File: src/design/sall_pkg.sv
// package for the sorted linked list block
// types and codes shared by the controller, the datapath and the top level
package sall_pkg;

  typedef enum logic [2:0] {
    ST_INSERTED  = 3'd0,
    ST_DUPLICATE = 3'd1,
    ST_FULL      = 3'd2,
    ST_ELEMENT   = 3'd3,
    ST_EMPTY     = 3'd4
  } res_status_e;

  typedef enum logic [0:0] {
    FN_INSERT = 1'b0,
    FN_DUMP   = 1'b1
  } func_e;

  typedef enum logic [3:0] {
    S_IDLE,
    S_START,
    S_READ,
    S_DUMP,
    S_CMP,
    S_DECIDE,
    S_ALLOC,
    S_LINK,
    S_RESP
  } ctrl_state_e;

  // controller to datapath
  typedef struct packed {
    logic        load_in;     // capture the input item
    logic        start_walk;  // p from list head, q cleared
    logic        rd_en;       // read the slot at p
    logic        advance;     // q takes p, p takes the next link
    logic        alloc_wr;    // write value and link of the new slot
    logic        link_wr;     // splice the new slot in, advance free head
    logic        emit;        // load the output register
    logic        emit_elem;   // item comes from the read slot
    res_status_e emit_status;
    logic        emit_last;
  } sall_cmd_t;

  // datapath to controller
  typedef struct packed {
    func_e func;
    logic  head_zero;  // list is empty
    logic  next_zero;  // read slot ends the chain
    logic  less;       // read value below the input value
    logic  equal;      // read value matches the input value
    logic  free_zero;  // no free slot left
    logic  out_free;   // output register can take a result
  } sall_stat_t;

endpackage

File: src/design/sall_ctrl.sv
// controller of the sorted linked list block
// sequences list walks, slot allocation and results; uses sall_pkg
module sall_ctrl (
  input  logic               clk_i,
  input  logic               rst_ni,
  input  logic               in_valid_i,
  output logic               in_ready_o,
  input  sall_pkg::sall_stat_t stat_i,
  output sall_pkg::sall_cmd_t  cmd_o
);
  import sall_pkg::*;

  ctrl_state_e state_q, state_d;
  res_status_e res_q, res_d;

  always_ff @(posedge clk_i or negedge rst_ni) begin
    if (!rst_ni) begin
      state_q <= S_IDLE;
      res_q   <= ST_INSERTED;
    end else begin
      state_q <= state_d;
      res_q   <= res_d;
    end
  end

  // next state
  always_comb begin
    state_d = state_q;
    res_d   = res_q;
    unique case (state_q)
      S_IDLE: begin
        if (in_valid_i) state_d = S_START;
      end
      S_START: begin
        if (stat_i.head_zero) begin
          if (stat_i.func == FN_DUMP) begin
            res_d   = ST_EMPTY;
            state_d = S_RESP;
          end else begin
            state_d = S_DECIDE;
          end
        end else begin
          state_d = S_READ;
        end
      end
      S_READ: begin
        state_d = (stat_i.func == FN_DUMP) ? S_DUMP : S_CMP;
      end
      S_DUMP: begin
        if (stat_i.out_free) state_d = stat_i.next_zero ? S_IDLE : S_READ;
      end
      S_CMP: begin
        if (stat_i.less) begin
          state_d = stat_i.next_zero ? S_DECIDE : S_READ;
        end else if (stat_i.equal) begin
          res_d   = ST_DUPLICATE;
          state_d = S_RESP;
        end else begin
          state_d = S_DECIDE;
        end
      end
      S_DECIDE: begin
        if (stat_i.free_zero) begin
          res_d   = ST_FULL;
          state_d = S_RESP;
        end else begin
          state_d = S_ALLOC;
        end
      end
      S_ALLOC: state_d = S_LINK;
      S_LINK: begin
        if (stat_i.out_free) state_d = S_IDLE;
      end
      S_RESP: begin
        if (stat_i.out_free) state_d = S_IDLE;
      end
      default: state_d = S_IDLE;
    endcase
  end

  // outputs
  always_comb begin
    cmd_o             = '0;
    cmd_o.emit_status = ST_INSERTED;
    in_ready_o        = 1'b0;
    unique case (state_q)
      S_IDLE: begin
        in_ready_o    = 1'b1;
        cmd_o.load_in = in_valid_i;
      end
      S_START: cmd_o.start_walk = 1'b1;
      S_READ:  cmd_o.rd_en = 1'b1;
      S_DUMP: begin
        cmd_o.emit        = stat_i.out_free;
        cmd_o.advance     = stat_i.out_free;
        cmd_o.emit_elem   = 1'b1;
        cmd_o.emit_status = ST_ELEMENT;
        cmd_o.emit_last   = stat_i.next_zero;
      end
      S_CMP:    cmd_o.advance = stat_i.less;
      S_DECIDE: ;
      S_ALLOC:  cmd_o.alloc_wr = 1'b1;
      S_LINK: begin
        cmd_o.link_wr     = stat_i.out_free;
        cmd_o.emit        = stat_i.out_free;
        cmd_o.emit_status = ST_INSERTED;
        cmd_o.emit_last   = 1'b1;
      end
      S_RESP: begin
        cmd_o.emit        = stat_i.out_free;
        cmd_o.emit_status = res_q;
        cmd_o.emit_last   = 1'b1;
      end
      default: ;
    endcase
  end

endmodule

File: src/design/sall_dp.sv
// datapath of the sorted linked list block
// slot memories, walk pointers, list and free heads, output register; uses sall_pkg
module sall_dp #(
  parameter int SLOTS = 16
) (
  input  logic                clk_i,
  input  logic                rst_ni,
  input  sall_pkg::sall_cmd_t cmd_i,
  output sall_pkg::sall_stat_t stat_o,
  input  logic                func_i,
  input  logic signed [31:0]  value_i,
  output logic                out_valid_o,
  input  logic                out_ready_i,
  output logic [2:0]          status_o,
  output logic signed [31:0]  item_o,
  output logic                last_o
);
  import sall_pkg::*;

  localparam int LW = (SLOTS > 1) ? $clog2(SLOTS) : 1;

  function automatic logic [LW-1:0] clamp_link(input logic [LW-1:0] l);
    return ({1'b0, l} < (LW+1)'(SLOTS)) ? l : '0;
  endfunction

  logic signed [31:0] value_mem [SLOTS];
  logic [LW-1:0]      link_mem  [SLOTS];

  func_e              func_q;
  logic signed [31:0] value_q;
  logic [LW-1:0]      p_q, q_q;
  logic [LW-1:0]      list_head_q, free_head_q;
  logic signed [31:0] rd_value_q;
  logic [LW-1:0]      rd_link_q;
  logic [LW-1:0]      next_link;
  logic [LW:0]        free_inc;
  logic [LW-1:0]      free_next;

  logic               out_valid_q;
  res_status_e        status_q;
  logic signed [31:0] item_q;
  logic               last_q;

  assign next_link = clamp_link(rd_link_q);
  // free slots are handed out in ascending order, so the free chain is a count
  assign free_inc  = {1'b0, free_head_q} + 1'b1;
  assign free_next = (free_inc < (LW+1)'(SLOTS)) ? free_inc[LW-1:0] : '0;

  // slot memories
  always_ff @(posedge clk_i) begin
    if (cmd_i.alloc_wr) begin
      value_mem[free_head_q] <= value_q;
    end
    if (cmd_i.alloc_wr) begin
      link_mem[free_head_q] <= p_q;
    end else if (cmd_i.link_wr && q_q != '0) begin
      link_mem[q_q] <= free_head_q;
    end
    if (cmd_i.rd_en) begin
      rd_value_q <= value_mem[p_q];
      rd_link_q  <= link_mem[p_q];
    end
  end

  // item capture and walk pointers
  always_ff @(posedge clk_i) begin
    if (cmd_i.load_in) begin
      func_q  <= func_e'(func_i);
      value_q <= value_i;
    end
    if (cmd_i.start_walk) begin
      p_q <= clamp_link(list_head_q);
      q_q <= '0;
    end else if (cmd_i.advance) begin
      q_q <= p_q;
      p_q <= next_link;
    end
  end

  // list and free heads
  always_ff @(posedge clk_i or negedge rst_ni) begin
    if (!rst_ni) begin
      list_head_q <= '0;
      free_head_q <= LW'(1);
    end else if (cmd_i.link_wr) begin
      if (q_q == '0) list_head_q <= free_head_q;
      free_head_q <= free_next;
    end
  end

  // output register
  always_ff @(posedge clk_i or negedge rst_ni) begin
    if (!rst_ni) begin
      out_valid_q <= 1'b0;
    end else if (cmd_i.emit) begin
      out_valid_q <= 1'b1;
    end else if (out_ready_i) begin
      out_valid_q <= 1'b0;
    end
  end

  always_ff @(posedge clk_i) begin
    if (cmd_i.emit) begin
      status_q <= cmd_i.emit_status;
      last_q   <= cmd_i.emit_last;
      if (cmd_i.emit_elem) begin
        item_q <= rd_value_q;
      end else if (cmd_i.emit_status == ST_EMPTY) begin
        item_q <= '0;
      end else begin
        item_q <= value_q;
      end
    end
  end

  assign out_valid_o = out_valid_q;
  assign status_o    = status_q;
  assign item_o      = item_q;
  assign last_o      = last_q;

  always_comb begin
    stat_o.func      = func_q;
    stat_o.head_zero = (clamp_link(list_head_q) == '0);
    stat_o.next_zero = (next_link == '0);
    stat_o.less      = (rd_value_q < value_q);
    stat_o.equal     = (rd_value_q == value_q);
    stat_o.free_zero = (clamp_link(free_head_q) == '0);
    stat_o.out_free  = !out_valid_q || out_ready_i;
  end

  // a pending result is never overwritten
  assert property (@(posedge clk_i) disable iff (!rst_ni)
    cmd_i.emit |-> (!out_valid_q || out_ready_i))
    else $error("result register overwritten");

  // allocation only from a real free slot
  assert property (@(posedge clk_i) disable iff (!rst_ni)
    cmd_i.alloc_wr |-> (free_head_q != '0))
    else $error("allocation with empty free list");

  // list head and free head never name the same slot
  assert property (@(posedge clk_i) disable iff (!rst_ni)
    (list_head_q != '0) |-> (list_head_q != free_head_q))
    else $error("list head points into free list");

  // the free head only moves when a slot is spliced in
  assert property (@(posedge clk_i) disable iff (!rst_ni)
    !$past(cmd_i.link_wr) |-> $stable(free_head_q))
    else $error("free head moved without an insert");

endmodule

File: src/design/sorted_array_linked_list_top.sv
// top level of the sorted linked list block
// joins sall_ctrl and sall_dp; uses sall_pkg
//
// keeps an ascending list of distinct signed 32-bit values threaded through
// SLOTS slots, slot 0 being the null link that never holds a value
// input channel (in_valid_i / in_ready_o): func_i 0 inserts value_i,
// func_i 1 dumps the list
// output channel (out_valid_o / out_ready_i): status_o, item_o, last_o
// an insert gives one result: inserted, duplicate or full (list unchanged)
// a dump gives one element result per stored value in ascending order,
// last_o on the final one, or a single empty result with item 0
// one item at a time: in_ready_o is high only while the controller is idle
// each insert step: one registered read of the slot memories, one compare
// the result sits in an output register, so a new item is taken the cycle
// after it is loaded, even while it waits; a stalled receiver holds the walk
// reset empties the list and starts the free chain at slot 1; no
// clearing pass is needed since free slots are handed out in order
module sorted_array_linked_list_top #(
  parameter int SLOTS = 16
) (
  input  logic               clk_i,
  input  logic               rst_ni,
  input  logic               in_valid_i,
  output logic               in_ready_o,
  input  logic               func_i,
  input  logic signed [31:0] value_i,
  output logic               out_valid_o,
  input  logic               out_ready_i,
  output logic [2:0]         status_o,
  output logic signed [31:0] item_o,
  output logic               last_o
);
  import sall_pkg::*;

  sall_cmd_t  cmd;
  sall_stat_t stat;

  // sequencer for walks, allocation and result ordering
  sall_ctrl u_ctrl (
    .clk_i      (clk_i),
    .rst_ni     (rst_ni),
    .in_valid_i (in_valid_i),
    .in_ready_o (in_ready_o),
    .stat_i     (stat),
    .cmd_o      (cmd)
  );

  // slot memories, pointers and output register
  sall_dp #(
    .SLOTS (SLOTS)
  ) u_dp (
    .clk_i       (clk_i),
    .rst_ni      (rst_ni),
    .cmd_i       (cmd),
    .stat_o      (stat),
    .func_i      (func_i),
    .value_i     (value_i),
    .out_valid_o (out_valid_o),
    .out_ready_i (out_ready_i),
    .status_o    (status_o),
    .item_o      (item_o),
    .last_o      (last_o)
  );

endmodule
File: config.mk
export PLATFORM = sky130hd
export DESIGN_NAME = sorted_array_linked_list_top
export DESIGN_NICKNAME = d
export VERILOG_FILES = /design/src/design/sall_pkg.sv /design/src/design/sall_ctrl.sv /design/src/design/sall_dp.sv /design/src/design/sorted_array_linked_list_top.sv
export SDC_FILE = /design/constraint.sdc
export NUM_CORES = 1
export LEC_CHECK = 0
export BUFFER_PORTS_ARGS = -buffer_cell sky130_fd_sc_hd__buf_2
export CORE_ASPECT_RATIO = 0.75
export CORE_UTILIZATION = 35
export DETAILED_ROUTE_END_ITERATION = 16
export PLACE_DENSITY = 0.53
export SYNTH_ARGS = -nofsm -noshare
export SYNTH_HDL_FRONTEND = slang
export SYNTH_SLANG_ARGS = --single-unit
File: constraint.sdc
create_clock -name clk_i -period 6.3 [get_ports clk_i]
set_clock_uncertainty 0.05 [all_clocks]
set_input_delay 1.26 -clock clk_i [delete_from_list [all_inputs] [get_ports clk_i]]
set_output_delay 1.26 -clock clk_i [all_outputs]
set_load 0.1 [all_outputs]
=== Word level (Yosys, flattened, before mapping) ===
Memory sizes are Yosys's and may differ from the RTL's. A register that Yosys moved wholly into a read port is not among the register bits.
Cells that the tools add are included.

* Register bits: 93
* Input bits: 37
* Memories: 2
* Bits in writable memories: 576

* Multiplexer cells: 43
* Reductions and logical operators: 18
* Add/subtract/negate cells: 1
* Eq/ne operators: 18
* $lt $le $gt $ge: 2

{| class="wikitable"
|+ Memories
! name !! words !! bits a word !! read ports !! clocked after memory_dff !! wr ports !! line !! text
|-
| u_dp.value_mem || 16 || 32 || 1 || 1 || 1 || sall_dp.sv:26 || <nowiki>logic signed [31:0] value_mem [SLOTS];</nowiki>
|-
| u_dp.link_mem || 16 || 4 || 1 || 1 || 1 || sall_dp.sv:27 || <nowiki>logic [LW-1:0] link_mem [SLOTS];</nowiki>
|}

{| class="wikitable"
|+ Operator list
! kind !! count
|-
| $mux W32 || 2
|-
| $mux W4 || 13
|-
| $eq A32 B32 Y1 || 1
|-
| $lt A32 B32 Y1 || 1
|-
| $pmux W4 S8 || 1
|-
| $mux W3 || 7
|-
| $logic_not A4 Y1 || 5
|-
| $eq A4 B3 Y1 const B || 4
|-
| $mux W1 || 16
|-
| $pmux W4 S3 || 1
|-
| $ne A2 B2 Y1 const B || 5
|-
| $pmux W3 S3 || 1
|-
| $eq A4 B2 Y1 const B || 2
|-
| $ne A2 B1 Y1 const B || 3
|-
| $reduce_and A6 Y1 || 1
|-
| $add A4 B1 Y5 const B || 1
|-
| $lt A5 B5 Y1 const B || 1
|-
| $eq A4 B1 Y1 const B || 1
|-
| $eq A4 B4 Y1 const B || 1
|-
| $reduce_bool A2 Y1 || 2
|-
| $reduce_bool A4 Y1 || 1
|-
| $reduce_or A4 Y1 || 1
|-
| $eq A3 B3 Y1 const B || 1
|-
| $reduce_and A3 Y1 || 1
|-
| other kinds (9) || 9
|}

=== Longest topological paths before layout ===
* Depth after elaboration: 9
* Mapped depth: 9
* Depth with buffers taken out: 9

=== Hierarchy ===
From an unflattened synthesis, not the netlist that was laid out.

* Cell total of the unflattened synthesis: 1278
* Area, all modules: 28130.7 sq um

{| class="wikitable"
|+ Modules (own cells, without submodules)
! module !! cells an instance !! area each (sq um) !! times used
|-
| sall_dp || 1199 || 27457.6 || 1
|-
| sall_ctrl || 79 || 673.1 || 1
|}

=== Worst setup path before layout ===
Ideal clock, no wire load.

* Kind: reg2reg
* From: reg u_ctrl.state_q[1]
* To: reg u_dp.func_q, enable pin
* Arrival: 4685 ps
* Setup slack: 1172 ps
* Buffers on the path: 1
* Stages on the path, launching flop included: 4
* Setup time: 393 ps
* Cell sequence: dfrtp_1 > clkbuf_1 > nor4_1 > and2_1

{| class="wikitable"
|+ RTL lines
! item !! line !! text
|-
| from (decl) || sall_ctrl.sv:13 || <nowiki>ctrl_state_e state_q, state_d;</nowiki>
|-
| from (signal assigned) || sall_ctrl.sv:21 || <nowiki>state_q <= state_d;</nowiki>
|-
| to (signal assigned) || sall_dp.sv:68 || <nowiki>func_q <= func_e'(func_i);</nowiki>
|-
| to (decl) || sall_dp.sv:29 || <nowiki>func_e func_q;</nowiki>
|}

=== Final worst setup path ===
* From: reg u_dp.value_q[14]
* To: reg u_ctrl.res_q[2]

* Cells in the longest elaborated chain, start to end: 3

{| class="wikitable"
|+ Ends and longest elaborated chain
! item !! line !! text
|-
| from (decl) || sall_dp.sv:30 || <nowiki>logic signed [31:0] value_q;</nowiki>
|-
| from (signal assigned) || sall_dp.sv:69 || <nowiki>value_q <= value_i;</nowiki>
|-
| $lt A32 B32 Y1 / $eq A32 B32 Y1 (equally long branches) || sall_dp.sv:125, sall_dp.sv:126 ||
|-
| $ne A2 B2 Y1 (no source line) || - ||
|-
| $reduce_and A6 Y1 (no source line) * || - ||
|-
| to (signal assigned) || sall_ctrl.sv:22 || <nowiki>res_q <= res_d;</nowiki>
|-
| to (decl) || sall_ctrl.sv:14 || <nowiki>res_status_e res_q, res_d;</nowiki>
|}

Mark *: on every way between the ends. The rest lies on a longest branch, timed or not.
A chain may end at the register's enable or synchronous reset.

==> metrics.yaml <==
p_int_w: 0.00938
synthArstFlopShare_pct: 2.27
antenna_found_initial: 1
pwr-share-clk_pct: 30.5
wl_per_cell_um: 25.8
coreArea_sq_mm: 0.0775
fin_tns_setup_ns: 0
die_w_um: 326
r2r_cells: 9
critPathRequiredTime_ns: 6.75
hold_depth: 1
post_drt_via_cell_ratio: 5.21
slowest_stage: "nor4_1"
die_y_um: 245
numCtsBuffers: 71
synthTopCellsByCount: "edfxtp_1, mux4_2, nand2_1, a21oi_1, nor2_1"
hp-class: "reg2reg"
max_cap_violations: 0
r2r-end: "u_ctrl.res_q[2]"
end_kind: "flip-flop"
dpl.hpwl_um: 33300
drc: 0
synth.top_cell.area_share_pct: 74.4
cts_tree: "built"
synth-seq-area-share_pct: 76.2
rsz0062_at_grt: "no"
seq_power_share_pct: 45.9
ir_drop_mv: 0.351
synth_largest_area_cell: "edfxtp_1"
cp-startpoint: "u_dp.value_q[14]"
grt_start_max_net_pins: 131
routabilityCongestion: 0.751
pin_count: 75
setup_viol: 0
worstSkewPairLatency_ns: 0.62
overflow: 0
clk_pin_slew_worst_paths_ns: 0.06
grt_pass1_vias: 13681
min_to: "u_ctrl.res_q[2]"
syn_area_sq_mm: 0.0276
num_vias: 13218
synth_edf_count: 685
cts-htree-levels: 3
swShare_pct: 29.8
grt_use_total_pct: 16.7
wl_um: 65400
cts.path.max_buffers: 3
synth_area_per_cell_sq_um: 20.8
fmax_mhz: 224
synth_most_common_cell: "edfxtp_1"
tightest_slew_ns: 1.23
worst_setup_path_start_kind: "flip-flop"
power_frac_comb_pct: 23.7
outcome: "completed"
ctsHoldBuffers: 0
cts_setup_buffers: 0
worst_path_largest_cell_delay_ns: 1.08
fin_crit_ns: 4.46
p_sw_w: 0.00399
timing_hold_violations_final: 0
synth_seq_cells: 705
critical_path_class: "reg2reg"
cts_root_buf: "clkbuf_16"
synth_flop_cell: "edfxtp_1"
drv_slew: 0
area_delta_synth_final_pct: 14.5
power_leakage_nw: 10.3
reg2reg_slack_ns: 1.84
io_buffers: 74
ys_types: 53
path_cells: "inv_1, ha_1, nand4_1, nor4_1, o21ai_1, and3_1, a31oi_1, o21ai_0, a32o_1"
dieArea_sq_mm: 0.0801
pwr_density_cell_mw_per_mm2: 423
cts_num_sinks: 705
syn-instance-count: 1331
crit_fanout: 18
ys.warnings.count: 0
fin_crit_sh_pct: 70.7
layout-drive-gt1-share_pct: 28.5
drt_iter0_markers: 1218
cts.repair.resized: 0
maxSlewHeadroom_pct: 17.4
start_util_pct: 35.6
arrival_ns: 4.90
timing.rr.start: "u_dp.value_q[14]"
fin_util_pct: 40.8
firstDrtPassIters: 5
synth_area_leaders: "edfxtp_1, mux4_2, ha_1"
ant_nets: 0
fillers: 6857
fin_nets: 1522
rows: 88
min_from: "u_ctrl.res_q[2]"
grt_pass1_wl_um: 95800
syn-num-nets: 1404
-- layout by cell type (no fill, tap or decap), drive strengths merged, types with 16 or more instances in the layout --
cell type / Yosys / final
nor2: 52 / 52
mux4: 180 / 180
clkbuf: 38 / 92
edfxtp: 685 / 685
buf: 22 / 105
a21oi: 54 / 54
ha: 36 / 36
mux2: 16 / 16
clkinv: 0 / 25
nand2: 91 / 91
inv: 40 / 45
-- final cells by class --
type	instances	area (sq um)	share of cell area, %
diodes	1	2.50	0.00791
inverters	40	150	0.474
multi-input cells	526	6320	20.0
clock inverters	35	259	0.818
clock buffers	92	1950	6.16
flip-flops and latches	705	21100	66.5
repair buffers	105	628	1.98
well taps	1035	1290	4.09
-- how the worst max path moves through the flow --
stage | to | depth (start not counted)
after CTS | u_ctrl.res_q[2] | 9
after floorplan | u_dp.func_q | 3
after detailed placement | u_ctrl.res_q[2] | 9
after global routing | u_ctrl.res_q[2] | 9
after global placement | u_ctrl.res_q[2] | 9
final | u_ctrl.res_q[2] | 9
-- power groups by stage --
stage | combinational [W] | clock, W | sequential (W)
after global routing | 0.00342 | 0.00435 | 0.00619
after CTS | 0.00324 | 0.00419 | 0.00614
after detailed placement | 0.00323 | 0 | 0.00623
after global placement | 0.00322 | 0 | 0.00621
after floorplan | 0.00206 | 0 | 0.00648
final | 0.00317 | 0.00408 | 0.00613
-- cell families after synthesis --
logic type      Yosys count  share of synthesized area, %
compound gates           93                          2.00
simple gates            200                          3.31
flops                   705                          76.2
mux                     196                          15.4
xor+xnor                  1                        0.0317
fa+ha+maj                36                          1.63
buf+inv                 100                          1.47
-- metal layers --
metal | wire, um | share of wire (%) | vias up | track usage (%)
met5 | 0 | 0 | - | 0
met4 | 1190 | 1.8 | 0 | 3.94
met2 | 30800 | 47 | 378 | 26.1
li1 | - | - | 5685 | -
met3 | 4220 | 6.5 | 91 | 3.73
met1 | 29200 | 45 | 7064 | 23.6
-- worst max-delay path: cells and delay by family (launching register included) --
kind / cells / cell delay [ns]
compound gates: 4 / 1.52
simple gates: 3 / 1.61
flops: 1 / 0.70
fa+ha+maj: 1 / 0.35
buf+inv: 1 / 0.10
-- stage by stage --
| stage | instance area [sq um] | total power (W) | instances | hold slack [ns] | setup WS [ns] |
|---|---|---|---|---|---|
| global placement | 29400 | 0.00943 | 2411 | 0.420 | 1.87 |
| detailed placement | 29400 | 0.00947 | 2411 | 0.428 | 1.83 |
| floorplan | 27600 | 0.00853 | 1331 | 0.399 | 1.17 |
| finish | 31700 | 0.0134 | 2539 | 0.439 | 1.84 |
| CTS | 31700 | 0.0136 | 2538 | 0.441 | 1.83 |
| global route | 31700 | 0.0140 | 2538 | 0.464 | 1.54 |
-- flip-flops by register name (all words and copies together) (netlist names), 3 cells and up --
register	flops
u_ctrl.res_q	3
u_ctrl.state_q	4
u_dp.free_head_q	4
u_dp.item_o	32
u_dp.link_mem	64
u_dp.list_head_q	4
u_dp.next_link	4
u_dp.p_q	4
u_dp.q_q	4
u_dp.rd_value_q	32
u_dp.status_o	3
u_dp.value_mem	512
u_dp.value_q	32
(Power assumes the default switching activity.)
